File: src/rtl/rgbhsv_pkg.sv
package rgbhsv_pkg;

   // channel and result widths
   localparam int ChW   = 8;
   localparam int HueW  = 9;
   localparam int PctW  = 7;
   // dividend width: 255 * 100 = 25500 fits 15 bits
   localparam int NumW  = 15;
   // quotient bits: every quotient here is at most 100
   localparam int QuoW  = 7;
   localparam int Lanes = 3;

   localparam int Percent    = 100;
   localparam int FullCircle = 360;
   localparam int OffGreen   = 120;
   localparam int OffBlue    = 240;
   // 60/100 reduces to 3/5, and z/5 == (z*205) >> 10 for z below 1024
   localparam int DegNum     = 3;
   localparam int RecipFive  = 205;
   localparam int RecipShift = 10;

   // lane assignment of the shared divider pipeline
   localparam int LaneSat = 0;
   localparam int LaneHa  = 1;
   localparam int LaneHb  = 2;

   typedef enum logic [1:0] {
      BR_RED,
      BR_GREEN,
      BR_BLUE
   } branch_type;

   typedef struct packed {
      logic                dark;
      logic                grey;
      branch_type          branch;
      logic [PctW-1:0]     value;
   } side_type;

   typedef struct packed {
      logic [NumW-1:0]     rem;
      logic [ChW-1:0]      den;
      logic [QuoW-1:0]     quo;
   } lane_type;

   typedef struct packed {
      side_type                  side;
      lane_type [Lanes-1:0]      lane;
   } div_word_type;

   function automatic logic [NumW-1:0] times_pct(input logic [ChW-1:0] x);
      return NumW'(x) * NumW'(Percent);
   endfunction

   // exact x/255 for x up to 32639
   function automatic logic [PctW-1:0] div255(input logic [NumW-1:0] x);
      logic [NumW:0] t;
      t = {1'b0, x} + (NumW+1)'(x >> 8) + (NumW+1)'(1);
      return t[PctW+7:8];
   endfunction

endpackage

File: src/rtl/rgbhsv_front.sv
module rgbhsv_front (
   input  logic                         clock,
   input  logic                         reset,
   input  logic                         req_valid,
   output logic                         req_ready,
   input  logic [rgbhsv_pkg::ChW-1:0]   req_red,
   input  logic [rgbhsv_pkg::ChW-1:0]   req_green,
   input  logic [rgbhsv_pkg::ChW-1:0]   req_blue,
   output logic                         out_valid,
   input  logic                         out_ready,
   output rgbhsv_pkg::div_word_type     out_word
);
   import rgbhsv_pkg::*;

   logic [ChW-1:0]  top;
   logic [ChW-1:0]  bot;
   logic [ChW-1:0]  span;
   logic [ChW-1:0]  xa;
   logic [ChW-1:0]  xb;
   logic [PctW-1:0] value;
   branch_type      branch;
   div_word_type    word_in;
   div_word_type    word_ff;
   logic            valid_in;
   logic            valid_ff;

   always_comb begin
      top = req_red;
      if (req_green > top) top = req_green;
      if (req_blue > top)  top = req_blue;
      bot = req_red;
      if (req_green < bot) bot = req_green;
      if (req_blue < bot)  bot = req_blue;
      span  = top - bot;
      value = div255(times_pct(top));

      // first channel equal to the max picks the branch
      if (req_red == top) begin
         branch = BR_RED;
      end else if (req_green == top) begin
         branch = BR_GREEN;
      end else begin
         branch = BR_BLUE;
      end

      case (branch)
         BR_RED: begin
            xa = req_blue;
            xb = req_green;
         end
         BR_GREEN: begin
            xa = req_red;
            xb = req_blue;
         end
         BR_BLUE: begin
            xa = req_green;
            xb = req_red;
         end
         default: begin
            xa = req_blue;
            xb = req_green;
         end
      endcase

      word_in.side.dark   = (value == '0);
      word_in.side.grey   = (span == '0);
      word_in.side.branch = branch;
      word_in.side.value  = value;
      word_in.lane[LaneSat] = '{rem: times_pct(span),     den: top,  quo: '0};
      word_in.lane[LaneHa]  = '{rem: times_pct(top - xa), den: span, quo: '0};
      word_in.lane[LaneHb]  = '{rem: times_pct(top - xb), den: span, quo: '0};
   end

   assign req_ready = !valid_ff || out_ready;
   assign valid_in  = req_ready ? req_valid : valid_ff;

   always_ff @(posedge clock) begin
      if (reset) begin
         valid_ff <= 1'b0;
      end else begin
         valid_ff <= valid_in;
      end
   end

   always_ff @(posedge clock) begin
      if (req_valid && req_ready) begin
         word_ff <= word_in;
      end
   end

   assign out_valid = valid_ff;
   assign out_word  = word_ff;

endmodule

File: src/rtl/rgbhsv_div.sv
module rgbhsv_div (
   input  logic                         clock,
   input  logic                         reset,
   input  logic                         in_valid,
   output logic                         in_ready,
   input  rgbhsv_pkg::div_word_type     in_word,
   output logic                         out_valid,
   input  logic                         out_ready,
   output rgbhsv_pkg::div_word_type     out_word
);
   import rgbhsv_pkg::*;

   // chain[k] feeds stage k, chain[QuoW] is the output
   logic                vld [QuoW+1];
   logic                rdy [QuoW+1];
   div_word_type        wrd [QuoW+1];
   logic                valid_ff [QuoW];
   div_word_type        word_ff  [QuoW];

   assign vld[0]    = in_valid;
   assign wrd[0]    = in_word;
   assign in_ready  = rdy[0];
   assign rdy[QuoW] = out_ready;
   assign out_valid = vld[QuoW];
   assign out_word  = wrd[QuoW];

   for (genvar k = 0; k < QuoW; k++) begin : g_stage
      // one restoring step per stage, msb of the quotient first
      localparam int Bit = QuoW - 1 - k;
      div_word_type word_in;
      logic         valid_in;

      always_comb begin
         word_in = wrd[k];
         for (int n = 0; n < Lanes; n++) begin
            if (wrd[k].lane[n].rem >= (NumW'(wrd[k].lane[n].den) << Bit)) begin
               word_in.lane[n].rem      = wrd[k].lane[n].rem
                                          - (NumW'(wrd[k].lane[n].den) << Bit);
               word_in.lane[n].quo[Bit] = 1'b1;
            end
         end
      end

      assign rdy[k]   = !valid_ff[k] || rdy[k+1];
      assign valid_in = rdy[k] ? vld[k] : valid_ff[k];

      always_ff @(posedge clock) begin
         if (reset) begin
            valid_ff[k] <= 1'b0;
         end else begin
            valid_ff[k] <= valid_in;
         end
      end

      always_ff @(posedge clock) begin
         if (vld[k] && rdy[k]) begin
            word_ff[k] <= word_in;
         end
      end

      assign vld[k+1] = valid_ff[k];
      assign wrd[k+1] = word_ff[k];
   end

   // partial remainder out of each stage stays below the divisor at that stage's bit weight
   for (genvar k = 0; k < QuoW; k++) begin : g_check
      localparam int Bit = QuoW - 1 - k;
      for (genvar n = 0; n < Lanes; n++) begin : g_lane
         a_rem_bound: assert property (@(posedge clock) disable iff (reset)
            valid_ff[k] && word_ff[k].lane[n].den != '0
            |-> word_ff[k].lane[n].rem < (NumW'(word_ff[k].lane[n].den) << Bit))
            else $error("divider remainder out of range");
      end
   end

endmodule

File: src/rtl/rgbhsv_back.sv
module rgbhsv_back (
   input  logic                         clock,
   input  logic                         reset,
   input  logic                         in_valid,
   output logic                         in_ready,
   input  rgbhsv_pkg::div_word_type     in_word,
   output logic                         rsp_valid,
   input  logic                         rsp_ready,
   output logic [rgbhsv_pkg::HueW-1:0]  rsp_hue,
   output logic [rgbhsv_pkg::PctW-1:0]  rsp_saturation,
   output logic [rgbhsv_pkg::PctW-1:0]  rsp_brightness_value
);
   import rgbhsv_pkg::*;

   typedef struct packed {
      side_type          side;
      logic              neg;
      logic [HueW-1:0]   z;
      logic [PctW-1:0]   sat;
   } mid_type;

   logic signed [QuoW:0]  diff;
   logic [QuoW:0]         mag;
   mid_type               mid_in;
   mid_type               mid_ff;
   logic                  mid_valid_in;
   logic                  mid_valid_ff;
   logic                  mid_ready;

   logic [15:0]           prod;
   logic [5:0]            q;
   logic [HueW-1:0]       hue;
   logic [HueW-1:0]       hue_in;
   logic [PctW-1:0]       sat_in;
   logic [PctW-1:0]       val_in;
   logic [HueW-1:0]       hue_ff;
   logic [PctW-1:0]       sat_ff;
   logic [PctW-1:0]       val_ff;
   logic                  rsp_valid_in;
   logic                  rsp_valid_ff;
   logic                  out_ready;

   // stage 1: term difference, magnitude times 3
   always_comb begin
      diff = $signed({1'b0, in_word.lane[LaneHa].quo})
             - $signed({1'b0, in_word.lane[LaneHb].quo});
      mag  = diff[QuoW] ? QuoW'(0) - diff : diff;
      mid_in.side = in_word.side;
      mid_in.neg  = diff[QuoW];
      mid_in.z    = HueW'(mag) * HueW'(DegNum);
      mid_in.sat  = in_word.lane[LaneSat].quo;
   end

   assign in_ready     = !mid_valid_ff || mid_ready;
   assign mid_valid_in = in_ready ? in_valid : mid_valid_ff;

   always_ff @(posedge clock) begin
      if (reset) begin
         mid_valid_ff <= 1'b0;
      end else begin
         mid_valid_ff <= mid_valid_in;
      end
   end

   always_ff @(posedge clock) begin
      if (in_valid && in_ready) begin
         mid_ff <= mid_in;
      end
   end

   // stage 2: divide by 5, add the sector offset, wrap, special cases
   always_comb begin
      prod = 16'(mid_ff.z) * 16'(RecipFive);
      q    = prod[RecipShift+5:RecipShift];
      case (mid_ff.side.branch)
         BR_RED: begin
            hue = (mid_ff.neg && q != '0) ? HueW'(FullCircle) - HueW'(q) : HueW'(q);
         end
         BR_GREEN: begin
            hue = mid_ff.neg ? HueW'(OffGreen) - HueW'(q) : HueW'(OffGreen) + HueW'(q);
         end
         BR_BLUE: begin
            hue = mid_ff.neg ? HueW'(OffBlue) - HueW'(q) : HueW'(OffBlue) + HueW'(q);
         end
         default: begin
            hue = '0;
         end
      endcase

      if (mid_ff.side.dark) begin
         hue_in = '0;
         sat_in = '0;
         val_in = '0;
      end else if (mid_ff.side.grey) begin
         hue_in = '0;
         sat_in = '0;
         val_in = mid_ff.side.value;
      end else begin
         hue_in = hue;
         sat_in = mid_ff.sat;
         val_in = mid_ff.side.value;
      end
   end

   assign out_ready    = !rsp_valid_ff || rsp_ready;
   assign mid_ready    = out_ready;
   assign rsp_valid_in = out_ready ? mid_valid_ff : rsp_valid_ff;

   always_ff @(posedge clock) begin
      if (reset) begin
         rsp_valid_ff <= 1'b0;
      end else begin
         rsp_valid_ff <= rsp_valid_in;
      end
   end

   always_ff @(posedge clock) begin
      if (mid_valid_ff && out_ready) begin
         hue_ff <= hue_in;
         sat_ff <= sat_in;
         val_ff <= val_in;
      end
   end

   assign rsp_valid            = rsp_valid_ff;
   assign rsp_hue              = hue_ff;
   assign rsp_saturation       = sat_ff;
   assign rsp_brightness_value = val_ff;

   a_out_range: assert property (@(posedge clock) disable iff (reset)
      rsp_valid_ff |-> hue_ff < HueW'(FullCircle) && sat_ff <= PctW'(Percent)
                       && val_ff <= PctW'(Percent))
      else $error("result word out of range");

   a_dark_zero: assert property (@(posedge clock) disable iff (reset)
      rsp_valid_ff && val_ff == '0 |-> hue_ff == '0 && sat_ff == '0)
      else $error("dark pixel with nonzero hue or saturation");

endmodule

File: src/rtl/rgb_to_hsv_integer.sv
// rgb to hsv converter, one 8-bit rgb pixel in, one hsv word out
//
// req channel: req_red, req_green, req_blue, taken when req_valid and
// req_ready are high at a clock edge
// rsp channel: rsp_hue (0..359 degrees), rsp_saturation and
// rsp_brightness_value (0..100 percent), handed over when rsp_valid and
// rsp_ready are high
//
// the accepted word passes 10 register stages (1 front, 7 divider at one
// quotient bit each, 2 output) to rsp_valid; throughput: one word per clock
// while the receiver is ready, set by the one-bit-per-stage divider lanes
// (saturation and both hue terms divide side by side)
//
// each stage holds its own valid bit and is ready when empty or when the
// stage after it moves, so a stalled receiver lets the pipe fill up to
// 10 words before req_ready drops; bubbles are squeezed out
// reset (synchronous) empties every stage, no payload is cleared
module rgb_to_hsv_integer (
   input  logic                         clock,
   input  logic                         reset,
   input  logic                         req_valid,
   output logic                         req_ready,
   input  logic [rgbhsv_pkg::ChW-1:0]   req_red,
   input  logic [rgbhsv_pkg::ChW-1:0]   req_green,
   input  logic [rgbhsv_pkg::ChW-1:0]   req_blue,
   output logic                         rsp_valid,
   input  logic                         rsp_ready,
   output logic [rgbhsv_pkg::HueW-1:0]  rsp_hue,
   output logic [rgbhsv_pkg::PctW-1:0]  rsp_saturation,
   output logic [rgbhsv_pkg::PctW-1:0]  rsp_brightness_value
);
   import rgbhsv_pkg::*;

   // front stage to divider
   logic          fd_valid;
   logic          fd_ready;
   div_word_type  fd_word;
   // divider to output stages
   logic          db_valid;
   logic          db_ready;
   div_word_type  db_word;

   // max/min, branch pick, numerators and value
   rgbhsv_front u_front (
      .clock     (clock),
      .reset     (reset),
      .req_valid (req_valid),
      .req_ready (req_ready),
      .req_red   (req_red),
      .req_green (req_green),
      .req_blue  (req_blue),
      .out_valid (fd_valid),
      .out_ready (fd_ready),
      .out_word  (fd_word)
   );

   // three division lanes: saturation by max, two hue terms by span
   rgbhsv_div u_div (
      .clock     (clock),
      .reset     (reset),
      .in_valid  (fd_valid),
      .in_ready  (fd_ready),
      .in_word   (fd_word),
      .out_valid (db_valid),
      .out_ready (db_ready),
      .out_word  (db_word)
   );

   // hue scaling, sector offset, dark and grey handling, output register
   rgbhsv_back u_back (
      .clock                (clock),
      .reset                (reset),
      .in_valid             (db_valid),
      .in_ready             (db_ready),
      .in_word              (db_word),
      .rsp_valid            (rsp_valid),
      .rsp_ready            (rsp_ready),
      .rsp_hue              (rsp_hue),
      .rsp_saturation       (rsp_saturation),
      .rsp_brightness_value (rsp_brightness_value)
   );

endmodule

File: config.mk
export PLATFORM = sky130hd
export DESIGN_NAME = rgb_to_hsv_integer
export DESIGN_NICKNAME = d
export VERILOG_FILES = /design/src/rtl/rgbhsv_pkg.sv /design/src/rtl/rgbhsv_front.sv /design/src/rtl/rgbhsv_div.sv /design/src/rtl/rgbhsv_back.sv /design/src/rtl/rgb_to_hsv_integer.sv
export SDC_FILE = /design/constraint.sdc
export NUM_CORES = 1
export LEC_CHECK = 0
export ABC_AREA = 1
export BUFFER_PORTS_ARGS = -buffer_cell sky130_fd_sc_hd__buf_2
export CAP_MARGIN = 10
export CORE_MARGIN = 1
export CORE_UTILIZATION = 60
export CTS_CLUSTER_DIAMETER = 80
export CTS_CLUSTER_SIZE = 14
export DETAILED_ROUTE_END_ITERATION = 6
export PLACE_DENSITY = 0.79
export SLEW_MARGIN = 20
export SYNTH_ARGS = -nofsm -noshare
export SYNTH_HDL_FRONTEND = slang
export SYNTH_SLANG_ARGS = --single-unit
File: constraint.sdc
create_clock -name clock -period 10.1 [get_ports clock]
set_clock_uncertainty 0.1 [all_clocks]
set_input_delay 0.505 -clock clock [delete_from_list [all_inputs] [get_ports clock]]
set_output_delay 0.505 -clock clock [all_outputs]
set_load 0.03 [all_outputs]
==> flow_summary.toml, run 1 <==
[cells_and_area]
drive_above_1_share_pct = 4.877
syn_to_final_growth_pct = 7.302
finalNonFillerCells = 4251
post-route-util_pct = 65.56
diodes = 0
fin_nets = 3939

[synth]
synthArstFlopShare_pct = 0
ys_warn_count = 0
synth.most_common_cell = "edfxtp_1"
synth_top_family_by_area = "adder cells"
netlist_area_um2 = 35450
synth_top_area_share_pct = 50.74
synth_top_area_cell = "edfxtp_1"
synthFlopType = "edfxtp_1"
syn_inst = 3375
synth_xor_xnor_area_share_pct = 5.509
synth.area.mux_share_pct = 0.03176
synth_compound_area_share_pct = 8.534
ys_seq_area_share_pct = 51.30
yosysUniqueCellTypes = 51
synthTopCellsByCount = "edfxtp_1 (599), inv_1 (532), nand2_1 (437)"
avgSynthCellArea_um2 = 10.50
synth-simple-area-share_pct = 11.65
syn_nets = 3850
synth-seq-cells = 609
synth_edf_count = 599
synth_area_leaders = "edfxtp_1 (51%), ha_1 (14%), inv_1 (5.6%)"
yosys.area_share.adder_pct = 16.81

[route]
via_per_inst = 5.379
first_pass_iters = 6
drt_iter0_drc = 1191
vias = 22870
wl_per_cell_um = 15.54
ant_nets = 0
drt_drc_violations_left = 0
routed_wl_um = 66050

[global_routing]
grt_pass1_wl_um = 107400
antenna_found_initial = 0
groute.usage.overall_pct = 22.24
grt_pass1_vias = 22520
grt_max_degree = 88
grt-ovfl-total = 0

[die]
initial_core_util_pct = 61.10
coreArea_um2 = 58030
fp.dieW_um = 245.1
die_h_um = 245.1
rows = 88
die_area_um2 = 60060
io_pins = 53

[timing]
worst_slew_pin_slew_ns = 0.9594
drv_slew = 0
timing.slew.headroom_pct = 35.76
fin_crit_sh_pct = 85.09
fin_ws_ns = 1.506
hold_violations = 0
fin_tns_setup_ns = 0
fmax_ghz = 0.1164
setup_viol = 0
period_needed_ns = 8.594
rsz0062_at_grt = "false"

[setup_path]
critPathRequiredTime_ns = 10.33
setup.worst_path.end_class = "flip-flop"
crit_top_cell = "nand2_1"
cp-start-kind = "input port"
cp_max_fo = 20
cp_slowest_stage_delay_ns = 0.52
criticalPathCategory = "input port to flip-flop"
cp.arrival_ns = 8.83
slowest_stage = "fa_1"

[cts]
root_buffer = "clkbuf_16"
cts_tree = "yes"
cts_hold_buf = 0
clk_path_buf_depth = 3
cts.clk_slew.worst_paths_ns = 0.06
insertion_delay_ns = 0.59
cts_max_level = 2
post-cts-setup-buffer-count = 0
post_cts_resized = 0
cts_inserted_buffers = 49
cts.sink_count = 609

[power_and_ir_drop]
ir_drop_mv = 0.2002
power_switching_uw = 3642
power-per-cell-area_nw_per_um2 = 255.1
p_int_uw = 6060
clockPowerShare_pct = 17.6
p_comb_share_pct = 46.1
pwr-share-seq_pct = 36.3
leakage_uw = 0.01626
switching_share_pct = 37.54

[placed_design]
port_buffers = 52
hpwlAfterDp_um = 50590
dp_slack_ns = 0.9554
dp_cells = 4177
gp_congestion = 0.9218

[status]
status = "complete, no violations"

[flow_run]
drv_cap = 0

[min_path]
hp-class = "input port to flip-flop"
logic make-up after synthesis:
group | Yosys count
simple gates | 968
flops | 609
buf+inv | 571
compound gates | 556
fa+ha+maj | 447
xor+xnor | 223
mux | 1
cells in the final DEF (no fill, tap or decap), types with 8 or more instances in the layout:
master       n
nor3_1      31
inv_1      528
xor2_1     152
fa_1        49
buf_2       52
o21bai_1    12
a21oi_1    269
nand2_1    437
xnor2_1     71
o22ai_1      8
buf_4       18
nand4_1     25
edfxtp_1   599
nand3_1    127
o21ai_0    194
nand2_2     12
clkbuf_1    21
nor4_1      18
a211oi_1    18
inv_2        9
a21o_1      11
o221ai_1    10
dfxtp_1     10
clkbuf_16   49
nor2_1     273
ha_1       398
o211ai_1     8
metrics by stage:
stage | power (uW) | area (um^2) | hold WS (ns)
finish | 9703 | 38040 | 0.1317
global placement | 7819 | 36670 | 0.3004
floorplan | 7012 | 35450 | 0.3003
CTS | 9751 | 38010 | 0.1107
global route | 10540 | 38040 | 0.1323
detailed placement | 7995 | 36670 | 0.3045
worst max-delay path, delay by kind of cell:
family / cells / cell delay, ns
compound gates: 8 / 1.54
xor+xnor: 2 / 0.31
fa+ha+maj: 8 / 2.61
buf+inv: 7 / 0.66
simple gates: 23 / 3.16
worst paths after layout:
kind,from,endpoint,slack (ns),cells after the start
setup / recovery,req_red[4],u_front.out_word[59],1.51,48
hold / removal,req_valid,u_front.out_valid,0.13,3
setup reg to reg,u_back.mid_ff[12],u_back.rsp_hue[6],4.53,22
hold reg to reg,u_div.word_ff[5][64],u_div.word_ff[6][64],0.31,0
state kept, by name, indices dropped and copies added (netlist names):
signal	count
u_back.mid_ff	28
u_back.mid_valid_ff	1
u_back.rsp_brightness_value	7
u_back.rsp_hue	9
u_back.rsp_saturation	7
u_back.rsp_valid	1
u_div.valid_ff	7
u_div.word_ff	485
u_front.out_valid	1
u_front.out_word	63
metal layers:
layer | global-route usage (%) | wire [um]
met5 | 0 | 0
met4 | 7.904 | 2271
met3 | 2.460 | 1830
met2 | 42.31 | 34720
met1 | 25.53 | 27230
power groups by stage:
stage	combinational (uW)	sequential (uW)	clock (uW)
finish	4470	3530	1710
global route	5160	3550	1830
CTS	4480	3530	1750
detailed placement	4420	3580	0
global placement	4250	3570	0
floorplan	3490	3520	0
layout make-up:
| class | count | area, um^2 |
|---|---|---|
| clock buffer | 70 | 1305 |
| fill | 4293 | 19990 |
| timing repair buffer | 71 | 422.9 |
| sequential | 609 | 18190 |
| clock inverter | 3 | 26.28 |
| tap | 765 | 957.2 |
| multi-input combinational | 2195 | 15120 |
| inverter | 538 | 2019 |
Power figures use the tool's default switching activity.
==> run 2, diff against run 1 <==
HOLD_SLACK_MARGIN = 0.15   (was unset)
==> run 2 against run 1 <==
Final area is essentially flat. Non-clock buffer count grew 3. Critical path depth is the same. Die area is the same. Critical path type unchanged. Critical endpoint unchanged. Largest power group unchanged.
==> flow_summary.toml, run 2 (synthesized netlist as in run 1, its figures left out) <==
[timing]
drv_slew = 0
timing.slew.headroom_pct = 35.24
fin_ws_ns = 1.508
fin_tns_setup_ns = 0
period_needed_ns = 8.592
fin_crit_sh_pct = 85.06
fmax_ghz = 0.1164
rsz0062_at_grt = "false"
worst_slew_pin_slew_ns = 0.9671
setup_viol = 0
hold_violations = 0
hold_ws_ns = 0.3113

[setup_path]
criticalPathCategory = "input port to flip-flop"
cp_num_cells = 48
path_buf_inv = 7
crit_start = "req_red[7]"
critPathRequiredTime_ns = 10.33
cp_max_fo = 20
cp.arrival_ns = 8.82
r2r-end = "u_back.rsp_hue[6]"
r2r_cells = 22
cp-start-kind = "input port"
setup.worst_path.end_class = "flip-flop"
crit_family = "simple AND/OR/NAND/NOR gates"
cp_slowest_stage_delay_ns = 0.52
r2r-start = "u_back.mid_ff[9]"
crit_top_cell = "nand2_2"
slowest_stage = "fa_1"
rrSetupSlack_ns = 4.55
critPathCapture = "u_front.out_word[59]"

[cts]
post-cts-setup-buffer-count = 0
clk_path_buf_depth = 3
cts.clk_slew.worst_paths_ns = 0.06
insertion_delay_ns = 0.59
cts_max_level = 2
root_buffer = "clkbuf_16"
cts_tree = "yes"
post_cts_resized = 0
cts.sink_count = 609
cts_inserted_buffers = 49
cts_hold_buf = 3

[global_routing]
groute.usage.overall_pct = 22.26
grt_max_degree = 88
grt_pass1_wl_um = 107500
grt_pass1_vias = 22540
grt-ovfl-total = 0
antenna_found_initial = 0

[placed_design]
gp_congestion = 0.9218
hpwlAfterDp_um = 50590
port_buffers = 52
dp_slack_ns = 0.9554

[route]
routed_wl_um = 66070
via_per_inst = 5.380
drt_drc_violations_left = 0
ant_nets = 0
drt_iter0_drc = 1137
vias = 22890
first_pass_iters = 6
wl_per_cell_um = 15.53

[power_and_ir_drop]
leakage_uw = 0.01627
power-per-cell-area_nw_per_um2 = 254.9
ir_drop_mv = 0.2003

[status]
status = "complete, no violations"

[cells_and_area]
layout_common_cells = "edfxtp_1 (599), inv_1 (528), nand2_1 (437)"
post-route-util_pct = 65.61
regMostFlops = "u_div.word_ff"
largest_reg_flops = 485
syn_to_final_growth_pct = 7.387
drive_above_1_share_pct = 4.872
final_common_cell = "edfxtp_1"
diodes = 0
fin_nets = 3942
fillers = 4287

[die]
io_pins = 53
initial_core_util_pct = 61.10
rows = 88
die_area_um2 = 60060
die_h_um = 245.1
fp.dieW_um = 245.1
coreArea_um2 = 58030

[min_path]
hp-class = "flip-flop to flip-flop"

[flow_run]
drv_cap = 0
==> run 2: cell count changes in the layout (fill, tap and decap cells not counted) <==
cell / delta
dlygate4sd3_1: +3
==> run 2: stage by stage <==
step	area (um^2)	power, uW	instances
2_1_floorplan	35450	7012	3375
5_1_grt	38070	10540	4254
3_5_place_dp	36670	7995	4177
3_3_place_gp	36670	7819	4177
4_1_cts	38040	9752	4253
6_report	38070	9704	4254
==> run 2: metal layers <==
layer | up-vias | share of wire [%] | global-route usage [%]
met3 | 138 | 2.9 | 2.460
li1 | 11750 | - | -
met4 | 0 | 3.4 | 7.904
met2 | 403 | 53 | 42.35
met5 | - | 0 | 0
met1 | 10590 | 41 | 25.56
==> run 2: worst min-delay path by stage <==
stage	from	to	slack [ns]	cells after the start
detailed placement	u_div.word_ff[6][91]	u_back.mid_ff[18]	0.30	0
floorplan	u_div.word_ff[6][0]	u_back.mid_ff[0]	0.30	0
finish	u_div.word_ff[5][65]	u_div.word_ff[6][65]	0.31	0
CTS	u_div.word_ff[5][93]	u_div.word_ff[6][93]	0.31	0
global route	u_div.word_ff[5][65]	u_div.word_ff[6][65]	0.31	0
global placement	u_front.out_word[96]	u_div.word_ff[0][96]	0.30	0
==> run 2: layout make-up <==
type | count | area (um^2) | share of cell area (%)
clock buffers | 70 | 1305 | 3.428
inverters | 538 | 2019 | 5.305
flip-flops and latches | 609 | 18190 | 47.77
multi-input cells | 2195 | 15120 | 39.72
repair buffers | 74 | 452.9 | 1.190
clock inverters | 3 | 26.28 | 0.06902
well taps | 765 | 957.2 | 2.514
==> run 2: power breakdown <==
group / total (uW) / switching (uW) / internal, uW / leakage, uW
clock network: 1710 / 816 / 890 / 0.000642
logic: 4470 / 2680 / 1790 / 0.0101
registers: 3530 / 144 / 3380 / 0.00551
total: 9700 / 3640 / 6060 / 0.0163
